### src/hdl/lzd_pkg.sv
// Shared types, constants and the window preset function for the LZSS byte decompressor.
// No dependencies; every other file of the block imports this package.
package lzd_pkg;

    localparam int HISTORY_SIZE_DEF = 4096;
    localparam int WIN_W            = 12;
    localparam int CMD_DEPTH_DEF    = 4;
    localparam int OUT_DEPTH_DEF    = 4;

    localparam logic [WIN_W-1:0] WRITE_START = 12'hFEE;

    // parser phases
    localparam logic [1:0] PH_FLAG = 2'd0;
    localparam logic [1:0] PH_BODY = 2'd1;
    localparam logic [1:0] PH_OFF2 = 2'd2;

    // command kinds between parser and executor
    localparam logic [1:0] CMD_INIT = 2'd0;
    localparam logic [1:0] CMD_LIT  = 2'd1;
    localparam logic [1:0] CMD_COPY = 2'd2;

    localparam logic [4:0] MIN_MATCH  = 5'd3;
    localparam logic [3:0] RUN_REPEAT = 4'd13;

    // preset layout boundaries
    localparam logic [WIN_W-1:0] FILL_ASC_BASE  = 12'd3328;
    localparam logic [WIN_W-1:0] FILL_DESC_BASE = 12'd3584;
    localparam logic [WIN_W-1:0] FILL_ZERO_BASE = 12'd3840;
    localparam logic [WIN_W-1:0] FILL_SP_BASE   = 12'd3968;
    localparam logic [WIN_W-1:0] FILL_TAIL_BASE = 12'd4078;
    localparam logic [7:0]       FILL_SPACE     = 8'h20;

    typedef struct packed {
        logic [1:0]       kind;
        logic [WIN_W-1:0] addr;   // match offset, or literal in the low byte
        logic [4:0]       len;
        logic             done;   // last byte of this command ends the stream
    } t_cmd;

    typedef struct packed {
        logic [7:0] data;
        logic       last;
        logic       done;
    } t_res;

    localparam int CMD_W = $bits(t_cmd);
    localparam int RES_W = $bits(t_res);

    // Preset window content; run_val is the value of the 13-fold run region.
    function automatic logic [7:0] lzd_fill(input logic [WIN_W-1:0] addr,
                                            input logic [7:0] run_val);
        logic [7:0] v;
        if (addr < FILL_ASC_BASE) begin
            v = run_val;
        end else if (addr < FILL_DESC_BASE) begin
            v = addr[7:0];
        end else if (addr < FILL_ZERO_BASE) begin
            v = ~addr[7:0];
        end else if (addr < FILL_SP_BASE) begin
            v = 8'h00;
        end else if (addr < FILL_TAIL_BASE) begin
            v = FILL_SPACE;
        end else begin
            v = 8'h00;
        end
        return v;
    endfunction

endpackage

### src/hdl/lzd_front.sv
// Parser: takes compressed bytes, tracks flag bits, phase and output count,
// and turns them into literal, copy and window-init commands. Uses lzd_pkg.
module lzd_front (
    input  logic                i_clk,
    input  logic                i_rst_n,
    input  logic                i_valid,
    output logic                o_ready,
    input  logic [7:0]          i_byte,
    input  logic                i_start,
    input  logic [31:0]         i_out_length,
    input  logic                i_cmd_full,
    output logic                o_cmd_push,
    output lzd_pkg::t_cmd       o_cmd
);
    import lzd_pkg::*;

    logic [1:0]  r_phase, n_phase;
    logic [8:0]  r_flag, n_flag;
    logic [7:0]  r_offlo, n_offlo;
    logic [31:0] r_count, n_count;

    logic [1:0]  e_phase;
    logic [8:0]  e_flag, sh_flag;
    logic [31:0] e_count, room;
    logic        accept, active;
    logic [4:0]  mlen, mlen_eff;
    logic [1:0]  after_phase;

    assign o_ready = !i_cmd_full;
    assign accept  = i_valid && o_ready;

    assign e_phase = i_start ? PH_FLAG : r_phase;
    assign e_flag  = i_start ? 9'd0 : r_flag;
    assign e_count = i_start ? 32'd0 : r_count;
    assign room    = i_out_length - e_count;
    assign active  = (e_count < i_out_length);
    assign sh_flag = e_flag >> 1;
    assign after_phase = (sh_flag <= 9'd1) ? PH_FLAG : PH_BODY;

    assign mlen     = {1'b0, i_byte[3:0]} + MIN_MATCH;
    assign mlen_eff = ({27'd0, mlen} > room) ? room[4:0] : mlen;

    always_comb begin
        n_phase    = r_phase;
        n_flag     = r_flag;
        n_offlo    = r_offlo;
        n_count    = r_count;
        o_cmd_push = 1'b0;
        o_cmd      = '0;
        if (accept) begin
            n_phase = e_phase;
            n_flag  = e_flag;
            n_count = e_count;
            if (i_start) begin
                o_cmd_push = 1'b1;
                o_cmd.kind = CMD_INIT;
            end
            if (active) begin
                case (e_phase)
                    PH_FLAG: begin
                        n_flag  = {1'b1, i_byte};
                        n_phase = PH_BODY;
                    end
                    PH_BODY: begin
                        if (e_flag[0]) begin
                            o_cmd_push = 1'b1;
                            o_cmd.kind = CMD_LIT;
                            o_cmd.addr = {{(WIN_W-8){1'b0}}, i_byte};
                            o_cmd.len  = 5'd1;
                            o_cmd.done = (room == 32'd1);
                            n_count    = e_count + 32'd1;
                            n_flag     = sh_flag;
                            n_phase    = after_phase;
                        end else begin
                            n_offlo = i_byte;
                            n_phase = PH_OFF2;
                        end
                    end
                    PH_OFF2: begin
                        o_cmd_push = 1'b1;
                        o_cmd.kind = CMD_COPY;
                        o_cmd.addr = {i_byte[7:4], r_offlo};
                        o_cmd.len  = mlen_eff;
                        o_cmd.done = ({27'd0, mlen} >= room);
                        n_count    = e_count + {27'd0, mlen_eff};
                        n_flag     = sh_flag;
                        n_phase    = after_phase;
                    end
                    default: begin
                        n_phase = PH_FLAG;
                    end
                endcase
            end
        end
    end

    always_ff @(posedge i_clk) begin
        if (!i_rst_n) begin
            r_phase <= PH_FLAG;
            r_flag  <= '0;
            r_count <= '0;
        end else begin
            r_phase <= n_phase;
            r_flag  <= n_flag;
            r_count <= n_count;
        end
    end

    always_ff @(posedge i_clk) begin
        r_offlo <= n_offlo;
    end

endmodule

### config.mk
export PLATFORM = sky130hd
export DESIGN_NAME = lzd_front
export DESIGN_NICKNAME = d
export VERILOG_FILES = /design/src/hdl/lzd_pkg.sv /design/src/hdl/lzd_front.sv
export SDC_FILE = /design/constraint.sdc
export NUM_CORES = 1
export LEC_CHECK = 0
export ABC_AREA = 1
export CAP_MARGIN = 10
export CORE_ASPECT_RATIO = 1.5
export CORE_MARGIN = 2
export CORE_UTILIZATION = 30
export CTS_CLUSTER_DIAMETER = 80
export DETAILED_ROUTE_END_ITERATION = 7
export DONT_BUFFER_PORTS = 1
export PLACE_DENSITY = 0.48
export SYNTH_ARGS = -nofsm -noshare
export SYNTH_HDL_FRONTEND = slang
export SYNTH_SLANG_ARGS = --single-unit
### constraint.sdc
create_clock -name i_clk -period 6.66 [get_ports i_clk]
set_input_delay 0.999 -clock i_clk [delete_from_list [all_inputs] [get_ports i_clk]]
set_output_delay 0.999 -clock i_clk [all_outputs]
set_load 0.02 [all_outputs]
==> flow_summary.json <==
{
  "setup_slack_ns": 0.9769,
  "clk_latency_ns": 0.31,
  "synthXorXnorAreaFrac": 0.006767,
  "postCtsHoldBufs": 0,
  "yosysUniqueCellTypes": 48,
  "grtUsageTotal": 0.2165,
  "crit_slowest_cell": "nor3_4",
  "setup.worst_path.start_class": "primary input",
  "antenna_left": 0,
  "cp.arrival_ns": 5.93,
  "synth_nets": 1520,
  "synthToLayoutAreaGrowth_pct": 6.412,
  "synth-edff-count": 8,
  "yosys.area_share.simple": 0.4508,
  "synth.area.top_cells": "nand2_1 (21%), inv_1 (13%), dfxtp_1 (11%)",
  "cpPeakStageDelay_ns": 0.36,
  "relSlewSlack": 0.5168,
  "die_w_um": 135.4,
  "clockBufferDepth": 2,
  "coreArea_um2": 25580,
  "grt_antenna_before_repair": 0,
  "via_per_inst": 5.022,
  "post-place-cells": 1734,
  "vias": 8744,
  "synthArstFlopShare": 0,
  "cts.repair.resized": 0,
  "synth-main-ff-cell": "dfxtp_1",
  "ioPinCount": 67,
  "syn-cell-area_um2": 7766,
  "yosysTopAreaCellShare": 0.2141,
  "tns_ns": 0,
  "stdcell_count": 1741,
  "grt_max_degree": 49,
  "hpwl_um": 24030,
  "synth_fa_ha_area_frac": 0.09215,
  "cpMostUsedCell": "nand2_1",
  "drv_slew": 0,
  "cts_buffers": 5,
  "tightest_slew_ns": 0.7173,
  "clock_sinks": 51,
  "crit_required_ns": 6.90,
  "routed_wl_um": 29520,
  "layout_worst_path_cycle_share": 0.8533,
  "fin_util": 0.3230,
  "final-setup-viol-count": 0,
  "grt_setup_unrepaired": "no",
  "num-fill-cells": 2959,
  "root_buffer": "clkbuf_16",
  "critical_path_class": "primary input to flop",
  "yosysMostFrequentCell": "nand2_1",
  "endpoint_kind": "flop",
  "gr-total-overflow": 0,
  "dr.first_iter.drc_count": 539,
  "drt_first_pass_iters": 6,
  "ys_warn_count": 0,
  "synth-seq-area-share": 0.1418,
  "fin_crit_ns": 5.683,
  "drive_gt1_frac": 0.06818,
  "vdd_drop_max_v": 0.0001018,
  "dp_slack_ns": 0.6799,
  "initial_core_util": 0.3036,
  "grt_pass1_vias": 8549,
  "drcViolationCount": 0,
  "die-area_um2": 27220,
  "antenna_cells": 0,
  "p_leak_nw": 4.046,
  "cts_max_level": 2,
  "io_buffers": 0,
  "fp.dieH_um": 201.1,
  "synthMuxAreaShare": 0,
  "clk_pin_slew_ns": 0.08,
  "hold_viol_final": 0,
  "synth.avg_cell_area_um2": 5.473,
  "status": "finished clean",
  "drv_cap": 0,
  "fmax_mhz": 176.0,
  "cts_setup_buffers": 0,
  "cellPowerDensity_nw_per_um2": 118.1,
  "cts_tree": "yes",
  "syn-instance-count": 1419,
  "synth_top_family_by_area": "simple AND/OR/NAND/NOR gates",
  "synth-compound-area-share": 0.1452,
  "grt_pass1_wl_um": 45930,
  "hold_class": "flop to flop",
  "placementRows": 72,
  "yosys-top-cells-count": "nand2_1 (443), inv_1 (279), nor2_1 (121), nand3_1 (89), a21oi_1 (80)",
  "wl_per_cell_um": 16.95,
  "cp_max_fo": 28,
  "fin_nets": 1509,
  "synth_largest_area_cell": "nand2_1",
  "gp_congestion": 0.9289,
  "skew_ns": 0.01376,
  "ys_seq_elements": 51,
  "reg2reg_slack_ns": 1.28
}
layout make-up:
class                   instances  area, µm²  area share
clock buffers                   5      125.1     0.01514
clock inverters                 2      13.76    0.001665
inverters                     294       1106      0.1338
multi-input cells            1042       5396      0.6530
flip-flops and latches         51       1101      0.1332
well taps                     333      416.7     0.05042
repair buffers                 14      105.1     0.01272
cells by family after synthesis:
| kind of cell | Yosys count |
|---|---|
| flops | 51 |
| compound gates | 200 |
| simple gates | 780 |
| fa+ha+maj | 56 |
| buf+inv | 326 |
| xor+xnor | 6 |
cell usage in the layout, fill, tap and decap left out, drive strengths merged:
master   count
nor3b        1
o22ai        8
clkbuf       5
nand2      461
clkinv       4
a21oi       80
nor2       150
nor3        25
a21o         1
xor2         3
o21ai       67
and3         1
dfxtp       43
fa           2
a22oi        2
a31oi        6
o2111ai      4
nor4         4
nand3b       4
o211ai      26
nand3       93
a211oi       1
and2         6
inv        292
edfxtp       8
o31ai        1
o21bai       2
ha          54
or2          2
xnor2        3
nand4       33
buf         14
a221oi       2
worst paths after layout:
kind | from | endpoint | cells past startpoint
max | i_start | r_count[20] | 32
max reg2reg | r_count[0] | r_count[20] | 32
min reg2reg | r_count[4] | r_count[4] | 2
min | r_count[4] | r_count[4] | 2
metrics by stage:
stage	hold WS (ns)	instance area (µm²)	total power, mW
6_report	0.4669	8264	0.9756
5_1_grt	0.4922	8264	1.047
4_1_cts	0.4708	8264	0.9874
3_5_place_dp	0.4585	8125	0.7072
3_3_place_gp	0.4544	8125	0.7085
2_1_floorplan	0.4453	7766	0.6151
state kept, by name (all words and copies together) (netlist names):
name,cells
r_count,32
r_phase,2
r_offlo,8
r_flag,9
critical path, delay by kind of cell:
kind / cells / cell delay [ns]
fa+ha+maj: 4 / 1.15
compound gates: 6 / 0.90
simple gates: 16 / 2.16
xor+xnor: 1 / 0.19
buf+inv: 5 / 0.52
where the power goes:
part	total (mW)	internal, mW	switching [mW]
sequential	0.334	0.325	0.00953
clock	0.273	0.138	0.135
combinational	0.368	0.114	0.254
layer usage:
| layer | global-route usage | up-vias | share of wire |
|---|---|---|---|
| met4 | 0.1116 | 0 | 0.048 |
| met1 | 0.2311 | 4008 | 0.39 |
| met2 | 0.4135 | 197 | 0.53 |
| met5 | 0 | - | 0 |
| met3 | 0.01869 | 69 | 0.028 |
| li1 | - | 4470 | - |
Note: power is estimated with default switching activity, not from simulation.
