==> src/hdl/lzd_pkg.sv <==
// Shared types, constants and the window preset function for the LZSS byte decompressor.
// No dependencies; every other file of the block imports this package.
package lzd_pkg;

    localparam int HISTORY_SIZE_DEF = 4096;
    localparam int WIN_W            = 12;
    localparam int CMD_DEPTH_DEF    = 4;
    localparam int OUT_DEPTH_DEF    = 4;

    localparam logic [WIN_W-1:0] WRITE_START = 12'hFEE;

    // parser phases
    localparam logic [1:0] PH_FLAG = 2'd0;
    localparam logic [1:0] PH_BODY = 2'd1;
    localparam logic [1:0] PH_OFF2 = 2'd2;

    // command kinds between parser and executor
    localparam logic [1:0] CMD_INIT = 2'd0;
    localparam logic [1:0] CMD_LIT  = 2'd1;
    localparam logic [1:0] CMD_COPY = 2'd2;

    localparam logic [4:0] MIN_MATCH  = 5'd3;
    localparam logic [3:0] RUN_REPEAT = 4'd13;

    // preset layout boundaries
    localparam logic [WIN_W-1:0] FILL_ASC_BASE  = 12'd3328;
    localparam logic [WIN_W-1:0] FILL_DESC_BASE = 12'd3584;
    localparam logic [WIN_W-1:0] FILL_ZERO_BASE = 12'd3840;
    localparam logic [WIN_W-1:0] FILL_SP_BASE   = 12'd3968;
    localparam logic [WIN_W-1:0] FILL_TAIL_BASE = 12'd4078;
    localparam logic [7:0]       FILL_SPACE     = 8'h20;

    typedef struct packed {
        logic [1:0]       kind;
        logic [WIN_W-1:0] addr;   // match offset, or literal in the low byte
        logic [4:0]       len;
        logic             done;   // last byte of this command ends the stream
    } t_cmd;

    typedef struct packed {
        logic [7:0] data;
        logic       last;
        logic       done;
    } t_res;

    localparam int CMD_W = $bits(t_cmd);
    localparam int RES_W = $bits(t_res);

    // Preset window content; run_val is the value of the 13-fold run region.
    function automatic logic [7:0] lzd_fill(input logic [WIN_W-1:0] addr,
                                            input logic [7:0] run_val);
        logic [7:0] v;
        if (addr < FILL_ASC_BASE) begin
            v = run_val;
        end else if (addr < FILL_DESC_BASE) begin
            v = addr[7:0];
        end else if (addr < FILL_ZERO_BASE) begin
            v = ~addr[7:0];
        end else if (addr < FILL_SP_BASE) begin
            v = 8'h00;
        end else if (addr < FILL_TAIL_BASE) begin
            v = FILL_SPACE;
        end else begin
            v = 8'h00;
        end
        return v;
    endfunction

endpackage

==> src/hdl/lzd_queue.sv <==
// Small first-in first-out queue of fixed-width words, registers only.
// Depends on lzd_pkg for default sizes.
module lzd_queue #(
    parameter int W     = lzd_pkg::CMD_W,
    parameter int DEPTH = lzd_pkg::CMD_DEPTH_DEF
) (
    input  logic                         i_clk,
    input  logic                         i_rst_n,
    input  logic                         i_push,
    input  logic [W-1:0]                 i_data,
    input  logic                         i_pop,
    output logic [W-1:0]                 o_data,
    output logic                         o_empty,
    output logic [$clog2(DEPTH+1)-1:0]   o_count
);
    import lzd_pkg::*;

    localparam int PW = (DEPTH > 1) ? $clog2(DEPTH) : 1;
    localparam int CW = $clog2(DEPTH+1);

    logic [W-1:0]  r_mem [DEPTH];
    logic [PW-1:0] r_wptr, r_rptr;
    logic [CW-1:0] r_count;
    logic          full;
    logic          do_push, do_pop;

    assign o_empty = (r_count == '0);
    assign full    = (r_count == CW'(DEPTH));
    assign o_count = r_count;
    assign o_data  = r_mem[r_rptr];
    assign do_push = i_push && !full;
    assign do_pop  = i_pop && !o_empty;

    always_ff @(posedge i_clk) begin
        if (do_push) begin
            r_mem[r_wptr] <= i_data;
        end
    end

    always_ff @(posedge i_clk) begin
        if (!i_rst_n) begin
            r_wptr  <= '0;
            r_rptr  <= '0;
            r_count <= '0;
        end else begin
            if (do_push) begin
                r_wptr <= (r_wptr == PW'(DEPTH-1)) ? '0 : r_wptr + 1'b1;
            end
            if (do_pop) begin
                r_rptr <= (r_rptr == PW'(DEPTH-1)) ? '0 : r_rptr + 1'b1;
            end
            r_count <= r_count + CW'(do_push) - CW'(do_pop);
        end
    end

endmodule

==> config.mk <==
export PLATFORM = sky130hd
export DESIGN_NAME = lzd_queue
export DESIGN_NICKNAME = d
export VERILOG_FILES = /design/src/hdl/lzd_pkg.sv /design/src/hdl/lzd_queue.sv
export SDC_FILE = /design/constraint.sdc
export NUM_CORES = 1
export LEC_CHECK = 0
export BUFFER_PORTS_ARGS = -buffer_cell sky130_fd_sc_hd__buf_2
export CAP_MARGIN = 20
export CORE_MARGIN = 2
export CORE_UTILIZATION = 60
export DETAILED_ROUTE_END_ITERATION = 6
export PLACE_DENSITY_LB_ADDON = 0.1
export SYNTH_ARGS = -nofsm -noshare
export SYNTH_HDL_FRONTEND = slang
export SYNTH_SLANG_ARGS = --single-unit
==> constraint.sdc <==
create_clock -name i_clk -period 4.6 [get_ports i_clk]
set_input_delay 0.46 -clock i_clk [delete_from_list [all_inputs] [get_ports i_clk]]
set_output_delay 0.46 -clock i_clk [all_outputs]
set_load 0.03 [all_outputs]
==> impl_metrics.ini, run 1 <==
[status]
status = finished, final reports clean

[hold_path]
hp-class = input pin to flip-flop
hold_depth = 1

[synth]
synth_common_cells = edfxtp_1 (80), mux4_2 (20), dfxtp_1 (9)
synth_top_cell_by_area = edfxtp_1
synth-simple-area-share_pct = 3.47
synth-seq-cells = 89
netlist_area_mm2 = 0.00335
synthesis.nets = 188
synth-seq-area-share_pct = 77.0
syn_inst = 156
async_flop_share_pct = 0
ys.flop_type = edfxtp_1
synth.most_common_cell = edfxtp_1
yosysWarnings = 0
ys_types = 21
synthDominantCellAreaShare_pct = 71.6
synth_mux_area_share_pct = 13.7
synth.area.top_cells = edfxtp_1 (72%), mux4_2 (13%), dfxtp_1 (5.4%)
syn_area_per_cell_um2 = 21.5
synth_fa_ha_area_share_pct = 3.21
synth_edf_count = 80
synth_xor_area_share_pct = 0.522
synth_top_family_by_area = multiplexers
synth-compound-area-share_pct = 0.671

[critical_path]
cp.required_ps = 4140
critPathTopFamily = flip-flops
path_max_fanout = 20
cp_slowest_cell = dfxtp_1
critPathArrivalTime_ps = 1940
max_stage_delay_ps = 980
end_kind = output port
crit_type = flip-flop to output port
cp.depth = 2
ff2ff_path_depth = 9
startpoint_type = flip-flop
crit_buf_inv = 1
crit_chain = mux4_2, buf_2

[floorplanning]
die_h_um = 78.8
start_util_pct = 61.7
ios = 48
rows = 27
core-area_mm2 = 0.00544
die_width_um = 78.8
die_area_mm2 = 0.00620

[layout]
final_layout_size_suffix_gt1_share_pct = 41.4
antennaDiodeCount = 0
nets = 242
final_cell_area_mm2 = 0.00386
area_growth_pct = 15.1

[placement]
port_buffers = 47
dp_hpwl_um = 3320
place_area_mm2 = 0.00367
gp_congestion = 0.721

[timing]
min_period_over_period_pct = 52.2
fmax_mhz = 416
finalHoldViolCount = 0
finalCriticalPeriod_ps = 2400
tns_ps = 0
worst_pin_slew_ps = 987
skew_ps = 10.8
setup_viol = 0
maxSlewHeadroom_pct = 34.1
rsz0062_at_grt = false
drv_slew = 0

[clocking]
cts.path.max_buffers = 2
clkLatencyLatePin_ps = 340
clk_pin_slew_ps = 90
postCtsHoldBufs = 0
cts_max_level = 3
cts_setup_buffers = 0
clock-sinks = 89
root_buffer = clkbuf_8
cts_resized = 0
cts_tree = done
cts_buffers = 9

[routing]
firstDrtPassIters = 4
wl_per_cell_um = 18.2
drtIter0Drc = 99
postRouteAntennaNets = 0
drt_wl_total_um = 5220
via_per_inst = 5.52
vias = 1585
drcViolationCount = 0

[grt]
grt_max_degree = 21
antenna_found_initial = 0
overflow = 0
grt_pass1_vias = 1695
track_usage_pct = 18.9
grt_pass1_wl_um = 8450

[flow_run]
max_cap_violations = 0

[power]
irDropWorstVdd_uv = 396
total_power_w = 0.00216
power_density_mw_per_mm2 = 558
p_leak_nw = 1.36
==> sequential cells by signal (all words and copies together) (netlist names), named ones only <==
register  flops
r_wptr        2
r_mem        80
o_count       3
r_rptr        2
==> routing by layer <==
layer / track usage [%] / wire, um / up-vias
met1: 24.3 / 2090 / 793
met4: 7.89 / 82 / 0
li1: - / - / 736
met5: 0 / 0 / -
met3: 3.86 / 225 / 10
met2: 32.0 / 2830 / 46
==> power by group <==
part	switching [W]	internal, W
Combinational	0.000375	0.000238
Clock	0.000260	0.000250
Sequential	0.0000495	0.000984
==> cell families after synthesis <==
family / after synthesis
compound gates: 4
mux: 21
simple gates: 20
fa+ha+maj: 8
flops: 89
xor+xnor: 2
buf+inv: 12
==> cell usage in the layout (no fill, tap or decap), types with 2 or more instances in the layout <==
cell        instances
clkinv_4            2
nor2_1              2
mux4_2             20
and2_1              3
clkinvlp_4          2
o21ai_0             3
nand3_1             2
inv_1               7
edfxtp_1           80
nand2_1             5
xnor2_1             2
clkbuf_8            9
buf_2              47
dfxtp_1             9
ha_1                7
and3_2              4
==> cell type report <==
class,count,area [um2]
Multi-Input combinational cell,55,724
Timing Repair Buffer,48,243
Clock buffer,9,124
Sequential cell,89,2580
Inverter,7,26.3
Fill cell,344,1580
Tap cell,72,90.1
Clock inverter,7,71.3
==> path summary, 6_finish.rpt <==
kind         startpoint           to  slack (ps)
max           flip-flop   o_data[10]        2200
min           i_data[9]  r_mem[1][9]         320
max reg2reg  o_count[1]   o_count[2]        2240
min reg2reg   r_wptr[1]    r_wptr[1]         530
==> metrics by stage <==
step / std cells / setup WS, ps / utilization [%] / hold slack (ps)
2_1_floorplan: 156 / 2180 / - / 468
3_3_place_gp: 271 / 2370 / 67.4 / 488
3_5_place_dp: 271 / 2240 / 67.4 / 517
4_1_cts: 287 / 2170 / 71.0 / 317
5_1_grt: 287 / 2030 / 71.0 / 320
6_report: 287 / 2200 / 71.0 / 324
No activity file was read; power rests on OpenSTA's default activity.
==> run 2: changes to the inputs <==
--- a/config.mk
+++ b/config.mk
@@ -5,10 +5,11 @@
 export SDC_FILE = /design/constraint.sdc
 export NUM_CORES = 1
 export LEC_CHECK = 0
+export ABC_AREA = 1
 export BUFFER_PORTS_ARGS = -buffer_cell sky130_fd_sc_hd__buf_2
 export CAP_MARGIN = 20
 export CORE_MARGIN = 2
-export CORE_UTILIZATION = 60
+export CORE_UTILIZATION = 56
 export DETAILED_ROUTE_END_ITERATION = 6
 export PLACE_DENSITY_LB_ADDON = 0.1
 export SYNTH_ARGS = -nofsm -noshare
==> constraint.sdc (replaced) <==
create_clock -name i_clk -period 2.25 [get_ports i_clk]
set_input_delay 0.225 -clock i_clk [delete_from_list [all_inputs] [get_ports i_clk]]
set_output_delay 0.225 -clock i_clk [all_outputs]
set_load 0.03 [all_outputs]
==> run 2 against run 1 <==
  * Core utilization fell by 3.3 points
  * Design area up 3.8%
  * Synthesized area up 2.1%
  * Via count is 33% higher
  * Total power increased by 130%
  * Hold slack worse by 240 ps
  * Critical path depth grew 2
  * Die area increased by 8.9%
  * Combinational power rose to 2.9 times the previous value
  * Global-route usage up 0.82 points
  * Critical endpoint is now o_data[1]
  * Largest cell class unchanged
==> impl_metrics.ini, run 2 <==
[critical_path]
startpoint_type = flip-flop
path_max_fanout = 40
ff2ff_path_depth = 10
end_kind = output port
cp.required_ps = 2030
crit_type = flip-flop to output port
critPathArrivalTime_ps = 1690

[timing]
skew_ps = 7.06
drv_slew = 0
setup_viol = 0
fmax_mhz = 523
tns_ps = 0
finalCriticalPeriod_ps = 1910
finalHoldViolCount = 0
min_period_over_period_pct = 85.1
rsz0062_at_grt = false
worst_pin_slew_ps = 423
maxSlewHeadroom_pct = 71.8

[synth]
synthDominantCellAreaShare_pct = 70.1
synthesis.nets = 291
syn_area_per_cell_um2 = 13.2
synth-simple-area-share_pct = 8.07
synth_top_family_by_area = compound AO/OA/AOI/OAI gates
synth_mux_area_share_pct = 0
synth_fa_ha_area_share_pct = 3.14
yosysWarnings = 0
synth-compound-area-share_pct = 9.79
ys.flop_type = edfxtp_1
netlist_area_mm2 = 0.00343
ys_types = 18
async_flop_share_pct = 0
synth.area.top_cells = edfxtp_1 (70%), nor2_1 (6.0%), o21ai_1 (5.8%)
synth_common_cells = edfxtp_1 (80), nor2_1 (55), o21ai_1 (40)
synth.most_common_cell = edfxtp_1
synth_xor_area_share_pct = 0.256
synth-seq-area-share_pct = 75.4
synth_edf_count = 80
syn_inst = 259
synth_top_cell_by_area = edfxtp_1
synth-seq-cells = 89

[grt]
antenna_found_initial = 0
overflow = 0
grt_max_degree = 41
grt_pass1_wl_um = 9380
grt_pass1_vias = 2008
track_usage_pct = 19.7

[layout]
n_fill_cell = 441
seq_area_mm2 = 0.00258
final_cell_area_mm2 = 0.00401
nets = 347
area_growth_pct = 17.0
fin_cells = 395
post-route-util_pct = 67.7
layout_commonest_cell = edfxtp_1
layout_common_cells = edfxtp_1 (80), nor2_1 (51), buf_2 (47)
antennaDiodeCount = 0
largest_reg_flops = 80
final_layout_size_suffix_gt1_share_pct = 24.4
max_flop_register = r_mem
multi_input_area_um2 = 738

[clocking]
cts.path.max_buffers = 2
cts_buffers = 9
cts_tree = done
clock-sinks = 89
clkLatencyLatePin_ps = 350
cts_setup_buffers = 0
cts_max_level = 3
cts_resized = 0
clk_pin_slew_ps = 80
root_buffer = clkbuf_8
postCtsHoldBufs = 0

[placement]
gp_congestion = 0.704
place_area_mm2 = 0.00380
port_buffers = 47
dp_cells = 379
dp_hpwl_um = 3720

[floorplanning]
rows = 28
core-area_mm2 = 0.00592
start_util_pct = 57.9
die_h_um = 82.2
die_area_mm2 = 0.00676
ios = 48
die_width_um = 82.2

[power]
p_leak_nw = 1.51
irDropWorstVdd_uv = 882
power_density_mw_per_mm2 = 1260

[routing]
firstDrtPassIters = 4
vias = 2103
drcViolationCount = 0
wl_per_cell_um = 15.4
drt_wl_total_um = 6070
postRouteAntennaNets = 0
drtIter0Drc = 90
via_per_inst = 5.32

[hold_path]
hp-class = input pin to flip-flop
hold_depth = 1

[status]
status = finished, final reports clean

[flow_run]
max_cap_violations = 0
-- run 2: cell families after synthesis --
| logic type | count (synthesis) |
|---|---|
| adders and majority gates | 8 |
| AOI/OAI and AO/OA | 62 |
| DFF | 89 |
| buffers and inverters | 28 |
| xor gates and xnor gates | 1 |
| and+or+nand+nor | 71 |
-- run 2: report_power, final --
part / internal [W] / leakage (nW) / total, W / switching, W
Clock: 0.000624 / 0.0995 / 0.00114 / 0.000520
Combinational: 0.000528 / 0.606 / 0.00178 / 0.00126
Sequential: 0.00204 / 0.807 / 0.00212 / 0.0000793
Total: 0.00319 / 1.51 / 0.00504 / 0.00185
-- run 2: final timing paths --
| check | slack [ps] | from | end |
|---|---|---|---|
| setup reg to reg | 350 | o_count[1] | o_count[2] |
| setup / recovery | 340 | flip-flop | o_data[1] |
| hold / removal | 90 | i_data[15] | r_mem[3][15] |
| hold reg to reg | 540 | r_rptr[1] | r_rptr[1] |
-- run 2: metrics by stage --
step / hold WS (ps) / power (W) / setup slack [ps]
detailed placement: 442 / 0.00394 / 368
global placement: 439 / 0.00391 / 429
CTS: 68.3 / 0.00508 / 324
global route: 65.7 / 0.00534 / 187
finish: 86.5 / 0.00504 / 336
floorplan: 318 / 0.00341 / 148
-- run 2: cell type report --
cell class                 instances  area share, %
sequential                        89           64.4
multi-input combinational        142           18.4
timing repair buffer              57           8.05
clock buffer                      11           3.28
tap                               75           2.34
clock inverter                     5           2.00
inverter                          16           1.50
-- run 2: worst max-delay path: stages, from the launching register on --
cell and delay [ps]:
dfxtp_1 340, buf_4 380, o21ai_1 130, o22ai_1 230, buf_2 250
-- run 2: layer usage --
| layer | share of wire [%] | wire, um | vias up | GRT usage [%] |
|---|---|---|---|---|
| li1 | - | - | 1041 | - |
| met1 | 45 | 2720 | 1008 | 24.6 |
| met2 | 49 | 2960 | 49 | 31.1 |
| met3 | 5.0 | 304 | 5 | 4.89 |
| met4 | 1.4 | 83 | 0 | 12.2 |
| met5 | 0 | 0 | - | 0 |
==> run 3: changes to the inputs <==
--- a/config.mk
+++ b/config.mk
@@ -8,6 +8,7 @@
 export ABC_AREA = 1
 export BUFFER_PORTS_ARGS = -buffer_cell sky130_fd_sc_hd__buf_2
 export CAP_MARGIN = 20
+export CORE_ASPECT_RATIO = 0.7
 export CORE_MARGIN = 2
 export CORE_UTILIZATION = 56
 export DETAILED_ROUTE_END_ITERATION = 6
==> run 3 against run 2 <==
  * Sequential cell count unchanged
  * Total power down 2.4%
  * Wire length up 2.2%
  * Sequential share of layout area up 0.75 points
  * Final cell count down 0.25%
  * Clock skew up 3.0 ps
  * Clock power down 11%
  * Register-to-register slack worse by 20 ps
  * Largest power group unchanged
==> impl_metrics.ini, run 3 (same netlist as run 2, synthesis figures left out) <==
[critical_path]
cp_slowest_cell = inv_2
crit_type = flip-flop to output port
critPathTopFamily = buffers and inverters
max_stage_delay_ps = 360
crit_buf_inv = 3
critPathArrivalTime_ps = 1760
crit_chain = inv_2, buf_4, nor2_1, o22ai_1, buf_2
startpoint_type = flip-flop
path_max_fanout = 25
cp.required_ps = 2030
end_kind = output port

[timing]
finalHoldViolCount = 0
setup_viol = 0
maxSlewHeadroom_pct = 68.2
fmax_mhz = 505
drv_slew = 0
rsz0062_at_grt = false
skew_ps = 10.0
finalCriticalPeriod_ps = 1980
tns_ps = 0
worst_pin_slew_ps = 477
min_period_over_period_pct = 88.1

[layout]
final_layout_size_suffix_gt1_share_pct = 24.1
layout_common_cells = edfxtp_1 (80), nor2_1 (51), buf_2 (47)
nets = 346
area_growth_pct = 15.7
antennaDiodeCount = 0
post-route-util_pct = 68.2
layout_commonest_cell = edfxtp_1
max_flop_register = r_mem
largest_reg_flops = 80

[power]
p_leak_nw = 1.50
irDropWorstVdd_uv = 630
power_density_mw_per_mm2 = 1240

[clocking]
clkLatencyLatePin_ps = 350
cts_buffers = 9
cts_resized = 0
cts_max_level = 3
cts_setup_buffers = 0
postCtsHoldBufs = 0
root_buffer = clkbuf_8
cts.path.max_buffers = 2
cts_tree = done
clk_pin_slew_ps = 80
clock-sinks = 89

[floorplanning]
core-area_mm2 = 0.00581
die_h_um = 69.4
ios = 48
start_util_pct = 58.9
rows = 23
die_area_mm2 = 0.00677
die_width_um = 97.5

[placement]
gp_congestion = 0.712
port_buffers = 47
dp_hpwl_um = 3680

[grt]
grt_pass1_vias = 1991
grt_max_degree = 41
overflow = 0
grt_pass1_wl_um = 10000
track_usage_pct = 19.6
antenna_found_initial = 0

[status]
status = finished, final reports clean

[routing]
drcViolationCount = 0
wl_per_cell_um = 15.7
postRouteAntennaNets = 0
vias = 2097
via_per_inst = 5.32
drt_wl_total_um = 6200
firstDrtPassIters = 4
drtIter0Drc = 192

[hold_path]
hp-class = input pin to flip-flop

[flow_run]
max_cap_violations = 0
-- run 3: final cells by class --
class	instances	area, um2
inverter	16	60.1
tap	75	93.8
sequential	89	2580
timing repair buffer	56	303
clock buffer	10	128
clock inverter	6	57.6
multi-input combinational	142	738
fill	445	1850
-- run 3: worst reg2reg max path, delay by kind of cell (launching register included) --
family,cells,cell delay (ps)
buffers and inverters,2,150
DFF,1,350
and+or+nand+nor,5,500
adders and majority gates,3,830
-- run 3: final timing paths --
check	depth (start not counted)	start	endpoint	slack [ps]
hold reg to reg	2	r_rptr[1]	r_rptr[1]	540
setup / recovery	5	flip-flop	o_data[16]	270
setup reg to reg	10	o_count[1]	o_count[2]	330
hold / removal	1	i_data[3]	r_mem[3][3]	90
-- run 3: power by group --
group	total (W)	internal (W)	switching (W)
Sequential	0.00212	0.00204	0.0000797
Clock	0.00101	0.000508	0.000507
Combinational	0.00179	0.000516	0.00127
-- run 3: routing by layer --
metal / track usage (%) / part of all wire [%] / routed length (um)
met1: 26.6 / 48 / 2960
met4: 5.09 / 0.60 / 37
met5: 0 / 0 / 0
met3: 8.06 / 5.9 / 363
met2: 29.7 / 46 / 2840
-- run 3: per-stage QoR --
| step | power (W) | setup WS, ps | std cells | cell area, um2 | hold slack [ps] |
|---|---|---|---|---|---|
| global placement | 0.00391 | 431 | 378 | 3780 | 440 |
| detailed placement | 0.00395 | 350 | 378 | 3780 | 443 |
| global route | 0.00521 | 151 | 394 | 3960 | 68.6 |
| CTS | 0.00496 | 256 | 394 | 3960 | 71.7 |
| finish | 0.00492 | 269 | 394 | 3960 | 88.9 |
| floorplan | 0.00341 | 148 | 259 | 3430 | 318 |
